<file path="config.mk">
export PLATFORM = sky130hd
export DESIGN_NAME = stepper_trapezoid_follower_flat
export DESIGN_NICKNAME = d
export VERILOG_FILES = /design/src/stf_pkg.sv /design/src/stf_if.sv /design/src/stepper_trapezoid_follower.sv /design/src/stf_mul.sv /design/src/flat_wrapper.sv
export SDC_FILE = /design/constraint.sdc
export NUM_CORES = 2
export LEC_CHECK = 0
export CAP_MARGIN = 25
export CORE_MARGIN = 4
export CORE_UTILIZATION = 60
export DETAILED_ROUTE_END_ITERATION = 8
export DONT_BUFFER_PORTS = 1
export GPL_ROUTABILITY_DRIVEN = 1
export PLACE_DENSITY_LB_ADDON = 0.05
export SYNTH_ARGS = -nofsm -noshare
export SYNTH_HDL_FRONTEND = slang
export SYNTH_HIERARCHICAL = 1
export SYNTH_SLANG_ARGS = --single-unit
</file>
<file path="constraint.sdc">
create_clock -name clk -period 9.1 [get_ports clk]
set_input_delay 1.365 -clock clk [delete_from_list [all_inputs] [get_ports clk]]
set_output_delay 1.365 -clock clk [all_outputs]
set_load 0.01 [all_outputs]
</file>
<file path="src/stf_pkg.sv">
// ---------------------------------------------------------------------------
// stf_pkg: shared types and constants for the trapezoid stepper follower
// Word layouts, register indexes, fixed-point constants and saturation.
// ---------------------------------------------------------------------------
package stf_pkg;

  localparam int FRAC_BITS = 16;
  localparam logic [15:0] IDLE_LIMIT = 16'd1000;

  localparam int CFG_W = 31;
  localparam int CFG_IDX_W = 2;

  localparam logic [CFG_IDX_W-1:0] REG_ACCEL_STEP    = 2'd0;
  localparam logic [CFG_IDX_W-1:0] REG_VELOCITY_CAP  = 2'd1;
  localparam logic [CFG_IDX_W-1:0] REG_DECEL_DIVISOR = 2'd2;

  localparam logic [31:0] ONE_STEP = 32'd1 << FRAC_BITS;
  localparam logic [63:0] SQ_MASK = ~((64'd1 << FRAC_BITS) - 64'd1);

  typedef struct packed {
    logic               func;
    logic signed [31:0] target_position;
  } in_word_t;

  typedef struct packed {
    logic step_pulse;
    logic dir_forward;
    logic motor_awake;
  } out_word_t;

  // clamp a 33-bit signed sum into the signed 32-bit range
  function automatic logic [31:0] sat33(input logic [32:0] s);
    logic [31:0] r;
    if (s[32] != s[31]) begin
      r = s[32] ? 32'h8000_0000 : 32'h7FFF_FFFF;
    end else begin
      r = s[31:0];
    end
    return r;
  endfunction

endpackage

</file>
<file path="src/stf_if.sv">
// ---------------------------------------------------------------------------
// stf_if: valid/ready channels for the trapezoid stepper follower
// Input channel carries a command word, output channel a result word.
// ---------------------------------------------------------------------------
interface stf_in_if;
  logic             valid;
  logic             ready;
  stf_pkg::in_word_t data;

  modport source (output valid, output data, input ready);
  modport sink   (input valid, input data, output ready);
endinterface

interface stf_out_if;
  logic               valid;
  logic               ready;
  stf_pkg::out_word_t data;

  modport source (output valid, output data, input ready);
  modport sink   (input valid, input data, output ready);
endinterface

</file>
<file path="src/stepper_trapezoid_follower.sv">
// A set-target word passes from accept through the execute and finish states to the result.
// A tick that moves runs both multiplications, then the velocity and position steps;
// a tick that finds the follower asleep or puts it to sleep goes from execute to finish.
// The serial shift-add multiplier, used twice per moving tick, sets how long it runs.
// One word is in work at a time; a finished result waits in the output register.
// Reset (rst, synchronous) sets the config registers to 1 and clears the motion state.
// ---------------------------------------------------------------------------
// stepper_trapezoid_follower: trapezoidal profile follower for a stepper
// Sequencer around one shared multiplier; braking compares dist*div to v^2.
// ---------------------------------------------------------------------------
module stepper_trapezoid_follower (
  input  logic                                clk,
  input  logic                                rst,
  stf_in_if.sink                              in_ch,
  stf_out_if.source                           out_ch,
  input  logic                                cfg_we,
  input  logic [stf_pkg::CFG_IDX_W-1:0]       cfg_index,
  input  logic [stf_pkg::CFG_W-1:0]           cfg_data
);
  import stf_pkg::*;

  localparam logic [2:0] ST_IDLE = 3'd0;
  localparam logic [2:0] ST_EXEC = 3'd1;
  localparam logic [2:0] ST_MUL1 = 3'd2;
  localparam logic [2:0] ST_MUL2 = 3'd3;
  localparam logic [2:0] ST_VEL  = 3'd4;
  localparam logic [2:0] ST_POS  = 3'd5;
  localparam logic [2:0] ST_FIN  = 3'd6;

  logic [2:0] state;

  logic [CFG_W-1:0] accel_step;
  logic [CFG_W-1:0] velocity_cap;
  logic [CFG_W-1:0] decel_divisor;

  logic        moving_forward;
  logic [31:0] velocity;
  logic [31:0] planned_position;
  logic [31:0] motor_position;
  logic [31:0] goal_position;
  logic [15:0] idle_ticks;
  logic        asleep;

  logic        cur_func;
  logic [31:0] cur_target;
  logic        pulse;
  logic [63:0] sq;
  logic        brake_near;

  logic        out_valid;
  out_word_t   out_data;

  logic        mul_start;
  logic [31:0] mul_a;
  logic [31:0] mul_b;
  logic        mul_busy;
  logic [63:0] mul_product;

  logic        run_motion;
  logic [31:0] vel_mag;
  logic [31:0] diff;
  logic [31:0] togo;
  logic [32:0] vx, ax, capx, v_sum, v_dif;
  logic [31:0] velocity_next;
  logic [31:0] planned_next;
  logic        out_free;

  assign in_ch.ready  = (state == ST_IDLE);
  assign out_ch.valid = out_valid;
  assign out_ch.data  = out_data;
  assign out_free     = !out_valid || out_ch.ready;

  // idle check outcome: motion runs if motor != goal or, awake, idle count <= limit
  assign run_motion = (motor_position != goal_position) ||
                      (!asleep && !(idle_ticks > IDLE_LIMIT));

  assign vel_mag = velocity[31] ? (32'd0 - velocity) : velocity;
  assign diff    = goal_position - planned_position;
  assign togo    = diff[31] ? (32'd0 - diff) : diff;

  assign mul_start = (state == ST_EXEC && !cur_func && run_motion) ||
                     (state == ST_MUL1 && !mul_busy);
  assign mul_a = (state == ST_MUL1) ? {1'b0, decel_divisor} : vel_mag;
  assign mul_b = (state == ST_MUL1) ? togo : vel_mag;

  stf_mul u_mul (
    .clk     (clk),
    .rst     (rst),
    .start   (mul_start),
    .op_a    (mul_a),
    .op_b    (mul_b),
    .busy    (mul_busy),
    .product (mul_product)
  );

  assign vx    = {velocity[31], velocity};
  assign ax    = {2'b00, accel_step};
  assign capx  = {2'b00, velocity_cap};
  assign v_sum = vx + ax;
  assign v_dif = vx - ax;

  always_comb begin
    velocity_next = velocity;
    if (moving_forward) begin
      if ($signed(goal_position) < $signed(planned_position) || brake_near) begin
        velocity_next = sat33(v_dif);
      end else if ($signed(planned_position) < $signed(goal_position)) begin
        velocity_next = ($signed(v_sum) < $signed(capx)) ? sat33(v_sum) : capx[31:0];
      end
    end else begin
      if ($signed(planned_position) < $signed(goal_position) || brake_near) begin
        velocity_next = sat33(v_sum);
      end else if ($signed(goal_position) < $signed(planned_position)) begin
        velocity_next = ($signed(v_dif) > $signed(33'd0 - capx)) ? sat33(v_dif)
                                                                 : 32'd0 - capx[31:0];
      end
    end
  end

  assign planned_next = planned_position + velocity;

  always_ff @(posedge clk) begin
    if (rst) begin
      accel_step    <= CFG_W'(1);
      velocity_cap  <= CFG_W'(1);
      decel_divisor <= CFG_W'(1);
    end else if (cfg_we) begin
      unique case (cfg_index)
        REG_ACCEL_STEP:    accel_step    <= cfg_data;
        REG_VELOCITY_CAP:  velocity_cap  <= cfg_data;
        REG_DECEL_DIVISOR: decel_divisor <= cfg_data;
        default: ;
      endcase
    end
  end

  always_ff @(posedge clk) begin
    if (rst) begin
      state            <= ST_IDLE;
      out_valid        <= 1'b0;
      moving_forward   <= 1'b1;
      velocity         <= '0;
      planned_position <= '0;
      motor_position   <= '0;
      goal_position    <= '0;
      idle_ticks       <= '0;
      asleep           <= 1'b0;
      pulse            <= 1'b0;
    end else begin
      // in ST_FIN the register is reloaded below instead
      if (out_valid && out_ch.ready && state != ST_FIN) begin
        out_valid <= 1'b0;
      end
      unique case (state)
        ST_IDLE: begin
          if (in_ch.valid) begin
            cur_func   <= in_ch.data.func;
            cur_target <= in_ch.data.target_position;
            pulse      <= 1'b0;
            state      <= ST_EXEC;
          end
        end
        ST_EXEC: begin
          if (cur_func) begin
            if (cur_target != goal_position) begin
              asleep     <= 1'b0;
              idle_ticks <= '0;
            end
            goal_position <= cur_target;
            state         <= ST_FIN;
          end else if (motor_position != goal_position) begin
            idle_ticks <= '0;
            state      <= ST_MUL1;
          end else if (asleep) begin
            state <= ST_FIN;
          end else if (idle_ticks > IDLE_LIMIT) begin
            asleep     <= 1'b1;
            idle_ticks <= '0;
            state      <= ST_FIN;
          end else begin
            idle_ticks <= idle_ticks + 16'd1;
            state      <= ST_MUL1;
          end
        end
        ST_MUL1: begin
          // v^2 done; drop the fraction bits and start distance * divisor
          if (!mul_busy) begin
            sq    <= mul_product & SQ_MASK;
            state <= ST_MUL2;
          end
        end
        ST_MUL2: begin
          if (!mul_busy) begin
            brake_near <= (mul_product <= sq);
            state      <= ST_VEL;
          end
        end
        ST_VEL: begin
          velocity <= velocity_next;
          state    <= ST_POS;
        end
        ST_POS: begin
          planned_position <= planned_next;
          if (moving_forward) begin
            if ($signed(motor_position) < $signed(planned_next) &&
                motor_position != goal_position) begin
              motor_position <= motor_position + ONE_STEP;
              pulse          <= 1'b1;
            end
            if (velocity[31]) begin
              moving_forward <= 1'b0;
            end
          end else begin
            if ($signed(planned_next) < $signed(motor_position) &&
                motor_position != goal_position) begin
              motor_position <= motor_position - ONE_STEP;
              pulse          <= 1'b1;
            end
            if (!velocity[31] && velocity != '0) begin
              moving_forward <= 1'b1;
            end
          end
          state <= ST_FIN;
        end
        ST_FIN: begin
          // hold until the output register is free
          if (out_free) begin
            out_valid            <= 1'b1;
            out_data.step_pulse  <= pulse;
            out_data.dir_forward <= moving_forward;
            out_data.motor_awake <= !asleep;
            state                <= ST_IDLE;
          end
        end
        default: state <= ST_IDLE;
      endcase
    end
  end

  a_mul_idle: assert property (@(posedge clk) disable iff (rst)
    (state == ST_IDLE || state == ST_FIN) |-> !mul_busy)
    else $error("multiplier busy outside a motion tick");

  a_target_no_pulse: assert property (@(posedge clk) disable iff (rst)
    (state == ST_FIN && cur_func) |-> !pulse)
    else $error("step pulse on a set-target word");

  a_motor_only_in_pos: assert property (@(posedge clk)
    (!rst && state != ST_POS) |=> (rst || motor_position == $past(motor_position)))
    else $error("motor position moved outside the position step");

  a_velocity_only_in_vel: assert property (@(posedge clk)
    (!rst && state != ST_VEL) |=> (rst || velocity == $past(velocity)))
    else $error("velocity changed outside the velocity step");

endmodule

</file>
<file path="src/stf_mul.sv">
// ---------------------------------------------------------------------------
// stf_mul: shift-add multiplier, 32 x 32 -> 64
// One multiplier bit per cycle; finishes once the remaining multiplier is zero.
// ---------------------------------------------------------------------------
module stf_mul (
  input  logic        clk,
  input  logic        rst,
  input  logic        start,
  input  logic [31:0] op_a,
  input  logic [31:0] op_b,
  output logic        busy,
  output logic [63:0] product
);

  logic [63:0] mcand;
  logic [31:0] mplier;
  logic [63:0] acc;

  always_ff @(posedge clk) begin
    if (rst) begin
      mplier <= '0;
    end else if (start) begin
      mplier <= op_b;
      mcand  <= {32'd0, op_a};
      acc    <= '0;
    end else if (mplier != '0) begin
      if (mplier[0]) begin
        acc <= acc + mcand;
      end
      mcand  <= mcand << 1;
      mplier <= mplier >> 1;
    end
  end

  assign busy    = (mplier != '0);
  assign product = acc;

endmodule
</file>
<file path="src/flat_wrapper.sv">
// flat-port wrapper written by rule: the top's interface ports become plain ports
module stepper_trapezoid_follower_flat import stf_pkg::*;
  (clk, rst, cfg_we, cfg_index, cfg_data, in_ch_valid, in_ch_data, in_ch_ready, out_ch_valid, out_ch_data, out_ch_ready);
  stf_in_if in_ch_i ();
  stf_out_if out_ch_i ();
  input  logic clk;
  input  logic rst;
  input  logic cfg_we;
  input  logic [stf_pkg::CFG_IDX_W-1:0] cfg_index;
  input  logic [stf_pkg::CFG_W-1:0] cfg_data;
  input wire logic [$bits(in_ch_i.valid)-1:0] in_ch_valid;
  input wire logic [$bits(in_ch_i.data)-1:0] in_ch_data;
  output wire logic [$bits(in_ch_i.ready)-1:0] in_ch_ready;
  output wire logic [$bits(out_ch_i.valid)-1:0] out_ch_valid;
  output wire logic [$bits(out_ch_i.data)-1:0] out_ch_data;
  input wire logic [$bits(out_ch_i.ready)-1:0] out_ch_ready;
  assign in_ch_i.valid = in_ch_valid;
  assign in_ch_i.data = in_ch_data;
  assign in_ch_ready = in_ch_i.ready;
  assign out_ch_valid = out_ch_i.valid;
  assign out_ch_data = out_ch_i.data;
  assign out_ch_i.ready = out_ch_ready;
  stepper_trapezoid_follower u_core (.clk(clk), .rst(rst), .in_ch(in_ch_i), .out_ch(out_ch_i), .cfg_we(cfg_we), .cfg_index(cfg_index), .cfg_data(cfg_data));
endmodule
</file>
==> summary.txt <==
crit-path max cell delay: 770 ps
first-pass GRT wire length: 186 mm
number of cell rows: 91
CP bufs+invs: 1
fin nets: 4922
final HPWL from detailed placement: 92.7 mm
WS Path Type: flip-flop to flip-flop
Final setup viols: 0
critical path depth in cells: 21
hold buffers post-CTS: 0
Final Wtd Congestion: 0.983
# H-tree levels: 2
Ys Warns: 6
Crit Path Max Fanout: 22
port bufs: 0
hold slack: 439 ps
EDFF count, synth: 213
Max-slew headroom: 20.8%
Fin. Hold Viols: 0
CP startpoint: u_core/velocity[1]$_SDFFE_PP0P_
Arrival @ worst endpoint: 7660 ps
Root Buffer: clkbuf_16
achievable frequency: 139 MHz
Top FF cell, synth: dfxtp_1
cts repair resizes: 0
drc violations: 0
DR pass1 iterations: 6
unrepaired setup endpoints after global routing: false
CP endpoint: u_core/velocity[7]$_SDFFE_PP0P_
Iteration-0 DRC Markers: 3588
layout cells sized above 1: 5.37%
Crit-path slowest cell: a2111oi_2
Area Overhead vs Synth: 6.44%
r2r setup slk: 1920 ps
DIE AREA: 66700 sq um
worst-case reg-to-reg path depth: 21
Worst-path clk slew: 60 ps
outcome: finished, final reports clean
minimum clock period after layout: 7180 ps
Post-CTS Setup Bufs: 0
Fin Clk Skew: 17.5 ps
Startpoint Class: flip-flop
Critical Path RT: 9580 ps
DR vias/cell: 6.41
end of the worst register-to-register path: u_core/velocity[7]$_SDFFE_PP0P_
wire per inst: 22.8 microns
Mapped Area: 37600 sq um
Avg Inst Size Synth: 8.17 sq um
CTS tree: yes
number of global-route vias before repair: 31587
clock sinks: 473
final worst-path cycle share: 78.8%
largest net degree at the start of global routing: 215
syn nets: 5045
Die Span X: 258 microns
maxcap violations: 0
Clk Latency, worst-skew pair: 630 ps
fin. max-slew vios: 0
post-route antenna net violation count: 0
synth unique cells: 108
routed vias: 34403
crit-path leading delay family: compound AO/OA/AOI/OAI gates
register area share after synthesis: 30.9%
worst min path class: flip-flop to flip-flop
Seq cells post-synth: 473
reg2reg start: u_core/velocity[1]$_SDFFE_PP0P_
Post-Route WL: 122 mm
crit path cell chain: ha_1 -> nand2b_1 -> a221oi_1 -> a21oi_1 -> a2111oi_2 -> o2111a_1 -> o2111a_1 -> o21ai_0 -> xnor2_1 -> ha_1 -> and4_1 -> nand3_1 -> o21ai_0 -> a21oi_1 -> nor2b_1 -> a31o_2 -> xnor2_2 -> buf_4 -> mux2_2 -> o211ai_1 -> o211ai_1
CTS max path bufs: 3
GRT overflow: 0
Worst Tran Pin Value: 1180 ps
core area: 61800 sq um
CTS Buf Count: 55
hold depth: 0
CP endpoint kind: flip-flop
GRT Total Usage: 35.2%
initial antenna violation count: 2
Starting Density: 60.8%
Syn Inst Count: 4601
Die Ht: 258 microns
TNS Setup: 0 ps
Ports: 76
Post-synth ARST share: 0%
[final cells by class]
class	count	area, sq um
timing repair buffer	36	327
inverter	296	1110
multi-input combinational	3616	24100
sequential	473	11600
tap	837	1050
antenna	2	5.00
clock inverter	32	300
clock buffer	72	1550
fill	5527	21800
[through the flow]
step	util, %	instances	setup slack (ps)	cell area, sq um
detailed placement	61.7	5258	2180	38200
CTS	64.7	5362	2170	40000
floorplan	-	4601	2150	37600
finish	64.7	5364	1920	40000
global placement	61.6	5254	2370	38100
global route	64.7	5364	1670	40000
[Yosys cell counts (42+ instances only)]
cell type    n  area (sq um)
nor3_1     109           546
nand2_1    521          1960
o21ai_0    213          1070
ha_1       367          4590
nand3_1     94           470
edfxtp_1   213          6400
xor2_1      91           797
nand2b_1    48           300
nor2b_1     68           425
o21a_1      42           315
a21oi_1    483          2420
a211oi_1    54           405
a21o_1     126           946
mux2i_1     58           581
clkbuf_1   157           589
nand4_1     78           488
inv_1      292          1100
nor2_1     390          1460
a31oi_1     46           288
o211ai_1    45           338
dfxtp_1    260          5200
nor4_1      62           388
xnor2_1    192          1680
[cell families after synthesis]
family	after synthesis	share of synthesized area [%]
buf+inv	512	5.27
fa+ha+maj	373	12.5
xor+xnor	283	6.59
mux	99	2.78
simple gates	1558	19.8
compound gates	1303	22.2
flops	473	30.9
[layout by cell type, fill, tap and decap left out, types with 42 or more instances in the layout]
master,instances
o21ai_0,213
inv_1,291
a31oi_1,46
nor2_1,386
o211ai_1,45
ha_1,367
o21a_1,42
nand2_1,521
xor2_1,91
nor3_1,108
nand2b_1,48
mux2i_1,57
xnor2_1,191
clkbuf_16,56
nor2b_1,68
nand3_1,94
a211oi_1,54
a21o_1,126
edfxtp_1,213
nor4_1,61
dfxtp_1,260
nand4_1,78
a21oi_1,483
[metal layers]
| layer | wire length (microns) | track usage [%] | vias up |
|---|---|---|---|
| met1 | 53100 | 48.7 | 16263 |
| met2 | 53300 | 55.0 | 1424 |
| met3 | 9500 | 5.55 | 334 |
| met5 | 0 | 0 | - |
| met4 | 6220 | 15.4 | 0 |
| li1 | - | - | 16382 |
[flip-flops by register name, summed over array words and instances, names as in the netlist]
signal,cells
u_core/state,3
u_core/motor_position,16
u_core/goal_position,32
u_core/cur_func,1
u_core/planned_position,32
u_core/brake_near,1
u_core/asleep,1
u_core/velocity_cap,31
u_core/pulse,1
u_core/u_mul/mcand,64
u_core/u_mul/product,64
u_core/moving_forward,1
u_core/out_ch.valid,1
u_core/u_mul/mplier,32
u_core/idle_ticks,16
u_core/sq,48
u_core/cur_target,32
u_core/velocity,32
u_core/out_ch.data,3
u_core/decel_divisor,31
u_core/accel_step,31
[worst min path at each step]
stage / slack, ps / from / to
CTS: 450 / u_core/pulse$_SDFFE_PP0P_ / u_core/out_ch.data[2]$_DFFE_PP_
detailed placement: 440 / u_core/pulse$_SDFFE_PP0P_ / u_core/out_ch.data[2]$_DFFE_PP_
global placement: 430 / u_core/pulse$_SDFFE_PP0P_ / u_core/out_ch.data[2]$_DFFE_PP_
floorplan: 400 / u_core/pulse$_SDFFE_PP0P_ / u_core/out_ch.data[2]$_DFFE_PP_
finish: 440 / u_core/pulse$_SDFFE_PP0P_ / u_core/out_ch.data[2]$_DFFE_PP_
global route: 460 / u_core/pulse$_SDFFE_PP0P_ / u_core/out_ch.data[2]$_DFFE_PP_
Power is left out: the tool's default activity adds up to more than one toggle a clock period on the data nets, which glitch-free logic cannot reach.
